==> config.mk <==
export PLATFORM = sky130hd
export DESIGN_NAME = bgs_lerp
export DESIGN_NICKNAME = d
export VERILOG_FILES = /design/src/sv/bgs_pkg.sv /design/src/sv/bgs_lerp.sv
export SDC_FILE = /design/constraint.sdc
export NUM_CORES = 2
export LEC_CHECK = 0
export BUFFER_PORTS_ARGS = -buffer_cell sky130_fd_sc_hd__buf_2
export CORE_MARGIN = 4
export CORE_UTILIZATION = 60
export DETAILED_ROUTE_END_ITERATION = 10
export PLACE_DENSITY_LB_ADDON = 0.05
export SLEW_MARGIN = 20
export SYNTH_ARGS = -nofsm -noshare
export SYNTH_HDL_FRONTEND = slang
export SYNTH_SLANG_ARGS = --single-unit
==> constraint.sdc <==
create_clock -name i_clk -period 19.6 [get_ports i_clk]
set_input_delay 2.94 -clock i_clk [delete_from_list [all_inputs] [get_ports i_clk]]
set_output_delay 2.94 -clock i_clk [all_outputs]
set_load 0.05 [all_outputs]
==> src/sv/bgs_pkg.sv <==
package bgs_pkg;

    localparam int DATA_W      = 32;
    localparam int FRAC_W      = 16;
    localparam int T_W         = FRAC_W + 1;
    localparam int ONE_Q16     = 1 << FRAC_W;
    localparam int PROD_W      = 2 * DATA_W;
    localparam int LERP_W      = DATA_W + T_W + 1;

    localparam int MAX_COLUMNS = 64;
    localparam int MAX_ROWS    = 64;
    localparam int SIZE_W      = 7;
    localparam int COL_W       = $clog2(MAX_COLUMNS + 1);
    localparam int ROW_W       = $clog2(MAX_ROWS + 1);
    localparam int IX_W        = $clog2((MAX_COLUMNS > MAX_ROWS) ? MAX_COLUMNS : MAX_ROWS);

    localparam int STORE_DEPTH = 4096;
    localparam int STORE_AW    = $clog2(STORE_DEPTH);

    localparam int REG_COUNT   = 8;
    localparam int REG_IDX_W   = $clog2(REG_COUNT);
    localparam int PADDR_W     = REG_IDX_W + 2;

    typedef enum logic [REG_IDX_W-1:0] {
        REG_X_ORIGIN,
        REG_X_LIMIT,
        REG_Y_ORIGIN,
        REG_Y_LIMIT,
        REG_X_INV_STEP,
        REG_Y_INV_STEP,
        REG_COLUMNS_USED,
        REG_ROWS_USED
    } t_reg_idx;

    typedef enum logic {
        FUNC_LOAD  = 1'b0,
        FUNC_QUERY = 1'b1
    } t_func;

    // Load enables of the three axis stages.
    typedef struct packed {
        logic s1;
        logic s2;
        logic s3;
    } t_axis_en;

endpackage

==> src/sv/bgs_lerp.sv <==
module bgs_lerp (
    input  logic                              i_clk,
    input  logic                              i_en,
    input  logic signed [bgs_pkg::DATA_W-1:0] i_a,
    input  logic signed [bgs_pkg::DATA_W-1:0] i_b,
    input  logic [bgs_pkg::T_W-1:0]           i_t,
    output logic signed [bgs_pkg::DATA_W-1:0] o_r
);

    logic [bgs_pkg::T_W-1:0]           n_w;
    logic signed [bgs_pkg::LERP_W-1:0] n_a;
    logic signed [bgs_pkg::LERP_W-1:0] n_b;
    logic signed [bgs_pkg::LERP_W-1:0] n_wt;
    logic signed [bgs_pkg::LERP_W-1:0] n_t;
    logic signed [bgs_pkg::LERP_W-1:0] n_sum;
    logic signed [bgs_pkg::DATA_W-1:0] r_r;

    assign n_w   = bgs_pkg::T_W'(bgs_pkg::ONE_Q16) - i_t;
    assign n_a   = bgs_pkg::LERP_W'(i_a);
    assign n_b   = bgs_pkg::LERP_W'(i_b);
    assign n_wt  = $signed(bgs_pkg::LERP_W'(n_w));
    assign n_t   = $signed(bgs_pkg::LERP_W'(i_t));
    assign n_sum = n_a * n_wt + n_b * n_t;

    // Drop the fraction bits: an arithmetic shift floors toward minus infinity.
    always_ff @(posedge i_clk) begin
        if (i_en) begin
            r_r <= $signed(n_sum[bgs_pkg::FRAC_W +: bgs_pkg::DATA_W]);
        end
    end

    assign o_r = r_r;

endmodule

==> results_dict.tcl <==
set metrics [dict create \
    grt_usage_pct 31.5 \
    critPathKind "input port to flop" \
    synth_flop_cell "edfxtp_1" \
    finalSetupViolations 0 \
    synth_cell_types 51 \
    numCtsBuffers 5 \
    fmax_mhz 80.3 \
    die-area_um2 66400 \
    grt_max_degree 67 \
    largest_register_ffs 32 \
    yosys_warnings 0 \
    ys_top_cells_by_area "fa_1 59%, inv_1 10%, and2_1 8.6%" \
    slew_headroom_pct 33.9 \
    syn_inst 3929 \
    critical_path.endpoint_type "flop" \
    synth_top_area_cell "fa_1" \
    start_util_pct 60.6 \
    globalplace.congestion 0.965 \
    ys_seq_elements 32 \
    crit_required_ns 19.66 \
    clk_pin_slew_ns 0.06 \
    tightest_slew_ns 0.990 \
    fill_cells 5343 \
    vias 25314 \
    outcome "complete, no violations" \
    coreArea_um2 61700 \
    synth.avg_cell_area_um2 9.52 \
    dp_slack_ns 6.96 \
    antenna_cells 0 \
    ys_seq_area_share_pct 2.57 \
    yosys-top-cells-count "1100 x fa_1, 1035 x inv_1, 569 x nand2_1, 516 x and2_1, 195 x ha_1" \
    holdPathStages 1 \
    path_max_fanout 34 \
    h-tree-depth 2 \
    ant_nets 0 \
    wl_per_cell_um 21.1 \
    ctsResizeCount 0 \
    avgViaCountPerCell 5.37 \
    synthArstFlopShare_pct 0 \
    cts.sinks 32 \
    clockBufferDepth 2 \
    rows 91 \
    synth_most_common_cell "fa_1" \
    hpwlAfterDp_um 83500 \
    grt_util_met1_pct 51.7 \
    io_pins 115 \
    synth_edf_count 32 \
    numPortBuffers 114 \
    cts_tree "yes" \
    die_h_um 258 \
    syn-cell-area_um2 37400 \
    grt_util_met2_pct 41.6 \
    start_kind "input port" \
    fin_setup_tns_ns 0 \
    period_minus_slack_ns 12.45 \
    slew_violations 0 \
    firstDrtPassIters 5 \
    grt_pass1_vias 26904 \
    grt_antenna_before_repair 0 \
    grt_pass1_wl_um 159000 \
    wirelength_um 99400 \
    netlist.area_leader.share_pct 58.9 \
    drive_gt1_share_pct 4.20 \
    finalHoldViolCount 0 \
    ctsRootBufferMaster "clkbuf_16" \
    rsz0062_at_grt "false" \
    grt_use_met3_pct 11.2 \
    worstHoldEndpoint "o_r[23]" \
    drc 0 \
    post_cts_buffers 0 \
    worstHoldStart "i_en" \
    drt_iter0_markers 2088 \
    cp_data_arrival_time_ns 12.51 \
    cap_violations 0 \
    nNetsFinal 5254 \
    top_usage_layer "met1" \
    grt-ovfl-total 0 \
    setup_ws_ns 7.15 \
    final.period_utilization_pct 63.5 \
    holdBufCountCts 0 \
    synth_fp_nets 5307 \
    hold_class "input port to flop" \
    synthToLayoutAreaGrowth_pct 3.82 \
    die_x_um 258 \
]
metrics by stage:
step                hold WS (ns)  cells  utilization [%]  area, µm²
floorplan                   3.05   3929                -      37400
global placement            3.48   4706             62.7      38700
detailed placement          3.48   4706             62.7      38700
CTS                         3.34   4714             62.9      38800
global route                3.36   4714             62.9      38800
finish                      3.34   4714             62.9      38800
placed cells by master, fill, tap and decap left out, types with 3 or more instances in the layout:
cell type,count
fa_1,1100
inv_1,1035
nand2_1,569
and2_1,516
ha_1,195
buf_2,114
xnor2_1,44
a21oi_1,39
nor2b_1,35
edfxtp_1,32
buf_4,21
nor2_1,18
xor2_1,18
a21o_1,15
o21ai_0,12
o211ai_1,9
nand3_1,8
nand4_1,8
nor3_1,6
xnor2_4,6
and3_1,6
o21bai_1,6
xor2_4,5
clkbuf_16,5
nor4_1,4
xnor2_2,4
o21ai_1,4
a211oi_1,4
a41oi_1,3
o41a_1,3
o21a_1,3
routing by layer:
metal | vias to the layer above | share of wire (%)
met5 | - | 0.15
met4 | 4 | 0.91
met3 | 50 | 13
met2 | 1100 | 39
met1 | 13263 | 47
li1 | 10897 | -
cell type report:
type	count	area, µm²	share of cell area, %
Clock buffer	5	125	0.322
Clock inverter	3	23.8	0.0612
Inverter	1035	3880	10.0
Multi-Input combinational cell	2667	32000	82.6
Sequential cell	32	961	2.48
Tap cell	837	1050	2.70
Timing Repair Buffer	135	728	1.88
critical path: stages:
cell      delay (ns)
buf_2           0.37
nor4_2          0.59
nand3_1         0.21
nor4_1          0.60
xnor2_4         0.42
and2_1          0.33
fa_1            0.48
fa_1            0.56
fa_1            0.59
fa_1            0.45
fa_1            0.63
fa_1            0.45
fa_1            0.50
inv_1           0.05
fa_1            0.47
inv_1           0.04
ha_1            0.36
a21oi_1         0.20
o21a_1          0.18
o211a_1         0.15
a32oi_1         0.16
a41o_1          0.40
a41oi_1         0.75
o211ai_1        0.28
a21oi_1         0.23
xnor2_1         0.08
logic make-up after synthesis:
group / count (synthesis) / synth area share (%)
buf+inv: 1230 / 12.3
simple gates: 1181 / 15.8
xor+xnor: 77 / 1.80
flops: 32 / 2.57
fa+ha+maj: 1295 / 65.4
compound gates: 114 / 2.01
how the worst max path moves through the flow:
stage,start,end,slack (ns),cells past startpoint
after floorplan,i_t[0],o_r[31],8.50,29
after global placement,i_t[5],o_r[25],7.05,26
after detailed placement,i_t[5],o_r[31],6.96,28
after CTS,i_t[5],o_r[25],7.29,26
after global routing,i_t[5],o_r[25],6.75,26
final,i_t[5],o_r[25],7.15,26
Power is left out: the tool's default activity adds up to more than one toggle a clock period on the data nets, which glitch-free logic cannot reach.
