$ cat src/sv/bgs_pkg.sv
package bgs_pkg;

    localparam int DATA_W      = 32;
    localparam int FRAC_W      = 16;
    localparam int T_W         = FRAC_W + 1;
    localparam int ONE_Q16     = 1 << FRAC_W;
    localparam int PROD_W      = 2 * DATA_W;
    localparam int LERP_W      = DATA_W + T_W + 1;

    localparam int MAX_COLUMNS = 64;
    localparam int MAX_ROWS    = 64;
    localparam int SIZE_W      = 7;
    localparam int COL_W       = $clog2(MAX_COLUMNS + 1);
    localparam int ROW_W       = $clog2(MAX_ROWS + 1);
    localparam int IX_W        = $clog2((MAX_COLUMNS > MAX_ROWS) ? MAX_COLUMNS : MAX_ROWS);

    localparam int STORE_DEPTH = 4096;
    localparam int STORE_AW    = $clog2(STORE_DEPTH);

    localparam int REG_COUNT   = 8;
    localparam int REG_IDX_W   = $clog2(REG_COUNT);
    localparam int PADDR_W     = REG_IDX_W + 2;

    typedef enum logic [REG_IDX_W-1:0] {
        REG_X_ORIGIN,
        REG_X_LIMIT,
        REG_Y_ORIGIN,
        REG_Y_LIMIT,
        REG_X_INV_STEP,
        REG_Y_INV_STEP,
        REG_COLUMNS_USED,
        REG_ROWS_USED
    } t_reg_idx;

    typedef enum logic {
        FUNC_LOAD  = 1'b0,
        FUNC_QUERY = 1'b1
    } t_func;

    // Load enables of the three axis stages.
    typedef struct packed {
        logic s1;
        logic s2;
        logic s3;
    } t_axis_en;

endpackage

$ cat src/sv/bgs_axis.sv
module bgs_axis (
    input  logic                              i_clk,
    input  bgs_pkg::t_axis_en                 i_en,
    input  logic signed [bgs_pkg::DATA_W-1:0] i_point,
    input  logic signed [bgs_pkg::DATA_W-1:0] i_origin,
    input  logic signed [bgs_pkg::DATA_W-1:0] i_limit,
    input  logic [bgs_pkg::DATA_W-1:0]        i_inv_step,
    input  logic [bgs_pkg::IX_W-1:0]          i_top,
    output logic [bgs_pkg::IX_W-1:0]          o_index,
    output logic [bgs_pkg::T_W-1:0]           o_frac,
    output logic                              o_outside
);

    logic signed [bgs_pkg::DATA_W:0]   n_off;
    logic [bgs_pkg::PROD_W-1:0]        n_prod;
    logic [bgs_pkg::DATA_W-1:0]        n_cell;

    logic [bgs_pkg::DATA_W-1:0]        r_off;
    logic                              r_out1;
    logic [bgs_pkg::PROD_W-1:0]        r_prod;
    logic                              r_out2;
    logic [bgs_pkg::IX_W-1:0]          r_index;
    logic [bgs_pkg::T_W-1:0]           r_frac;
    logic                              r_out3;

    // Offset from origin; non-negative and below 2^32 whenever inside.
    assign n_off  = {i_point[bgs_pkg::DATA_W-1], i_point}
                  - {i_origin[bgs_pkg::DATA_W-1], i_origin};
    assign n_prod = r_off * i_inv_step;
    assign n_cell = r_prod[bgs_pkg::PROD_W-1:bgs_pkg::DATA_W];

    always_ff @(posedge i_clk) begin
        if (i_en.s1) begin
            r_off  <= n_off[bgs_pkg::DATA_W-1:0];
            r_out1 <= (i_point < i_origin) || (i_point > i_limit);
        end
        if (i_en.s2) begin
            r_prod <= n_prod;
            r_out2 <= r_out1;
        end
        if (i_en.s3) begin
            r_out3 <= r_out2;
            // Past the last cell: pin to it, fraction saturates to one.
            if (n_cell > bgs_pkg::DATA_W'(i_top)) begin
                r_index <= i_top;
                r_frac  <= bgs_pkg::T_W'(bgs_pkg::ONE_Q16);
            end else begin
                r_index <= n_cell[bgs_pkg::IX_W-1:0];
                r_frac  <= {1'b0, r_prod[bgs_pkg::DATA_W-1:bgs_pkg::FRAC_W]};
            end
        end
    end

    assign o_index   = r_index;
    assign o_frac    = r_frac;
    assign o_outside = r_out3;

endmodule

$ cat config.mk
export PLATFORM = sky130hd
export DESIGN_NAME = bgs_axis
export DESIGN_NICKNAME = d
export VERILOG_FILES = /design/src/sv/bgs_pkg.sv /design/src/sv/bgs_axis.sv
export SDC_FILE = /design/constraint.sdc
export NUM_CORES = 2
export LEC_CHECK = 0
export BUFFER_PORTS_ARGS = -buffer_cell sky130_fd_sc_hd__clkbuf_2
export CAP_MARGIN = 20
export CORE_UTILIZATION = 50
export CTS_BUF_LIST = sky130_fd_sc_hd__clkbuf_16
export DETAILED_ROUTE_END_ITERATION = 10
export GPL_TIMING_DRIVEN = 0
export PLACE_DENSITY_LB_ADDON = 0.3
export SYNTH_ARGS = -nofsm -noshare
export SYNTH_HDL_FRONTEND = slang
export SYNTH_SLANG_ARGS = --single-unit
$ cat constraint.sdc
create_clock -name i_clk -period 18.4 [get_ports i_clk]
set_input_delay 0 -clock i_clk [delete_from_list [all_inputs] [get_ports i_clk]]
set_output_delay 0 -clock i_clk [all_outputs]
set_load 0.01 [all_outputs]
==> parameters.txt <==
Parameter                              Value

Synth
  Cell area after synthesis ... around 39000 sq um
  Yosys warnings ... 0
  Dominant register cell in the synthesized netlist ... edfxtp_1
  Count leader, synth ... inv_1
  Asr flop ratio synth ... 0%
  Synthesis-stage register bit count ... approximately 110
  Number of enable-type register cells in the synthesized netlist ... 106
  Average size of a mapped cell ... 9.421 sq um
  Nets in the synthesized netlist ... approximately 5500
  Largest area contributor in the netlist ... fa_1
  Synthesized instance count ... roughly 4100
  Leading cell types by total area after synthesis ... fa_1, ha_1, and2_1
  Share of the synthesized area in the top cell type ... between 40% and 50%
  Distinct cell type count after synthesis ... 55
  Commonest cells in the netlist ... inv_1, fa_1, and2_1, nand2_1, ha_1
  Sequential share of the synthesized area ... between 8 and 9%

Detailed routing
  Residual DRC ... 0
  Total iterations of the first detailed-routing run ... 7
  Vias ... just under 30000
  Post-detailed-route via-to-cell ratio ... ~5.6
  Antenna-violating nets left ... 0
  Routed WL per cell ... 24.50 microns
  Post-detailed-routing wire length ... 130.6 mm
  First-iteration detailed-routing DRC count ... 2846

Setup path
  Delay contributed by the slowest stage of the critical path ... between 800 and 900 ps
  Critical Path Most Common Cell ... fa_1
  Startpoint class of the critical path ... register
  Endpoint kind of the worst setup timing path ... register
  CP cell instances ... clkbuf_1 -> and2_1 -> fa_1 -> fa_1 -> inv_1 -> fa_1 -> fa_1 -> inv_1 -> fa_1 -> fa_1 -> fa_1 -> fa_1 -> ha_1 -> nand4_1 -> or3_1 -> nor4_2 -> o21ai_0 -> nand3_1 -> nand2_1 -> o21a_1 -> a21o_1 -> a211oi_1
  WP depth ... 22
  Critical path fanouts, max ... 10
  CP Data Required Time ... approximately 19000 ps
  Slowest CP cell ... nor4_2
  Logic depth of the worst register-to-register path ... 22
  Buffers & Inverters on Critical Path ... 3
  Class of the most critical setup path ... reg -> reg
  Critical path data arrival time ... ~10000 ps
  Family with the most delay on the worst path ... adder cells

Clock tree
  Number of setup buffers added after CTS ... 0
  Clock root buffer ... clkbuf_16
  # resized after CTS ... 0
  Number of clock sinks ... 106
  Max Root-Sink Buffers ... 2
  CTS tree ... done
  Post-CTS Hold Fix Bufs ... 7
  Number of H-tree levels ... 3
  Clk slew on worst S/H paths ... ~90 ps
  Clock buffer count from CTS ... 9
  Source-to-sink clock delay at the later pin of the worst-skew pair ... between 400 and 500 ps

STA
  Unrepaired setup endpoints after global routing ... no
  Number of setup violations in the final report ... 0
  F_max ... around 110 MHz
  Final worst path period need ... between 9000 and 10000 ps
  Slew at the pin closest to its max-slew limit ... 1288 ps
  Pins over their slew limit ... 0
  Max transition margin ... 14.12%
  Total Neg Setup Slack ... 0 ps
  Period utilisation layout ... between 50% and 60%
  Final hold viol count ... 0
  Worst-case clock skew ... about 29 ps

Run status
  Run status ... finished, final reports clean

Finish
  Layout net count ... 5655
  Share of layout cells above drive strength 1 ... about 4.5%
  Area added between synthesis and finish ... 6.550%

Placement
  Count of input and output buffers ... roughly 160
  GPL Wtd Cong ... 1.042
  Final HPWL from detailed placement ... 110.2 mm

Global routing
  Total grt overflow ... 0
  Via count of the first global-routing pass ... a little over 30000
  GRT Max-Usage Layer ... met2
  Largest net degree at the start of global routing ... 50
  Met2 track demand over resource in global routing ... 52.22%
  Global router's overall resource usage ... approximately a third
  Met1 capacity usage during global routing ... 44.51%
  First-pass GRT wire length ... around 190 mm
  Initial antenna violation count ... 14
  Met3 track utilization from global routing ... 7.919%

Worst hold path
  Cell depth of the worst min-delay path ... 3
  Worst Hold Class ... in -> reg

Floorplan
  Die span in x ... 280.3 microns
  Boundary pin count ... about 160
  Row count ... about 100
  Placeable core area ... roughly 76000 sq um
  Area of the die ... around 79000 sq um
  Overall die height ... 280.3 microns
  Starting Density ... slightly above 50%

Run
  Number of violations of the max-capacitance limit ... 0
final cells by class:
cell class	instances	area [sq um]
Sequential cell	106	3183
Multi-Input combinational cell	2849	31220
Antenna cell	7	17.52
Inverter	948	3558
Tap cell	1030	1289
Clock buffer	9	225.2
Timing Repair Buffer	170	904.6
Buffer	207	777.0
Fill cell	7128	35070
Clock inverter	7	82.58
sequential cells by signal (all words and copies together), names as in the netlist:
register	count
o_frac	17
r_out2	1
o_outside	1
o_index	6
r_prod	48
r_out1	1
r_off	32
stage by stage:
stage / utilization [%] / instances / hold slack [ps] / area, sq um / setup slack, ps
after floorplan: - / 4110 / 112.5 / 38720 / 11200
after global placement: 53.48 / 5301 / 364.3 / 40820 / 8492
after detailed placement: 53.52 / 5302 / 369.6 / 40850 / 9049
after CTS: 54.01 / 5325 / 16.26 / 41230 / 9024
after global routing: 54.03 / 5327 / 62.38 / 41240 / 8738
final: 54.05 / 5333 / 17.65 / 41260 / 8931
logic make-up after synthesis:
| kind of cell | share of synthesized area [%] |
|---|---|
| XOR/XNOR | 1.651 |
| multiplexers | 0.08078 |
| flip-flops | 8.220 |
| AO/OA/AOI/OAI | 5.012 |
| buffers and inverters | 11.20 |
| adder cells (fa/ha/maj) | 56.99 |
| AND/OR/NAND/NOR | 16.85 |
path summary, 6_finish.rpt:
| path | start | endpoint | slack (ps) |
|---|---|---|---|
| max | r_off[15] | r_prod[63] | 8930 |
| min | i_origin[1] | r_off[1] | 20 |
| max reg2reg | r_off[15] | r_prod[63] | 8930 |
| min reg2reg | r_out2 | o_outside | 430 |
tightest hold or removal path: stages:
cell and delay (ps):
clkbuf_2 100, fa_1 150, inv_1 30
layer usage:
layer  vias to the layer above  routed length [microns]  share of wire (%)
met3                       378                    13220                 10
met5                         -                       13              0.010
met1                     15170                    49140                 38
met4                         2                     9973                7.6
li1                      12560                        -                  -
met2                      1542                    58300                 45
layout by cell type, fill, tap and decap left out, types with 49 or more instances in the layout:
cell        n
a21o_1     66
a21oi_1    84
and2_1    635
clkbuf_1  207
clkbuf_2  160
edfxtp_1  106
fa_1      896
ha_1      330
inv_1     948
nand2_1   469
o21ai_0    49
xnor2_1    50
Power is left out: the tool's default activity adds up to more than one toggle a clock period on the data nets, which glitch-free logic cannot reach.
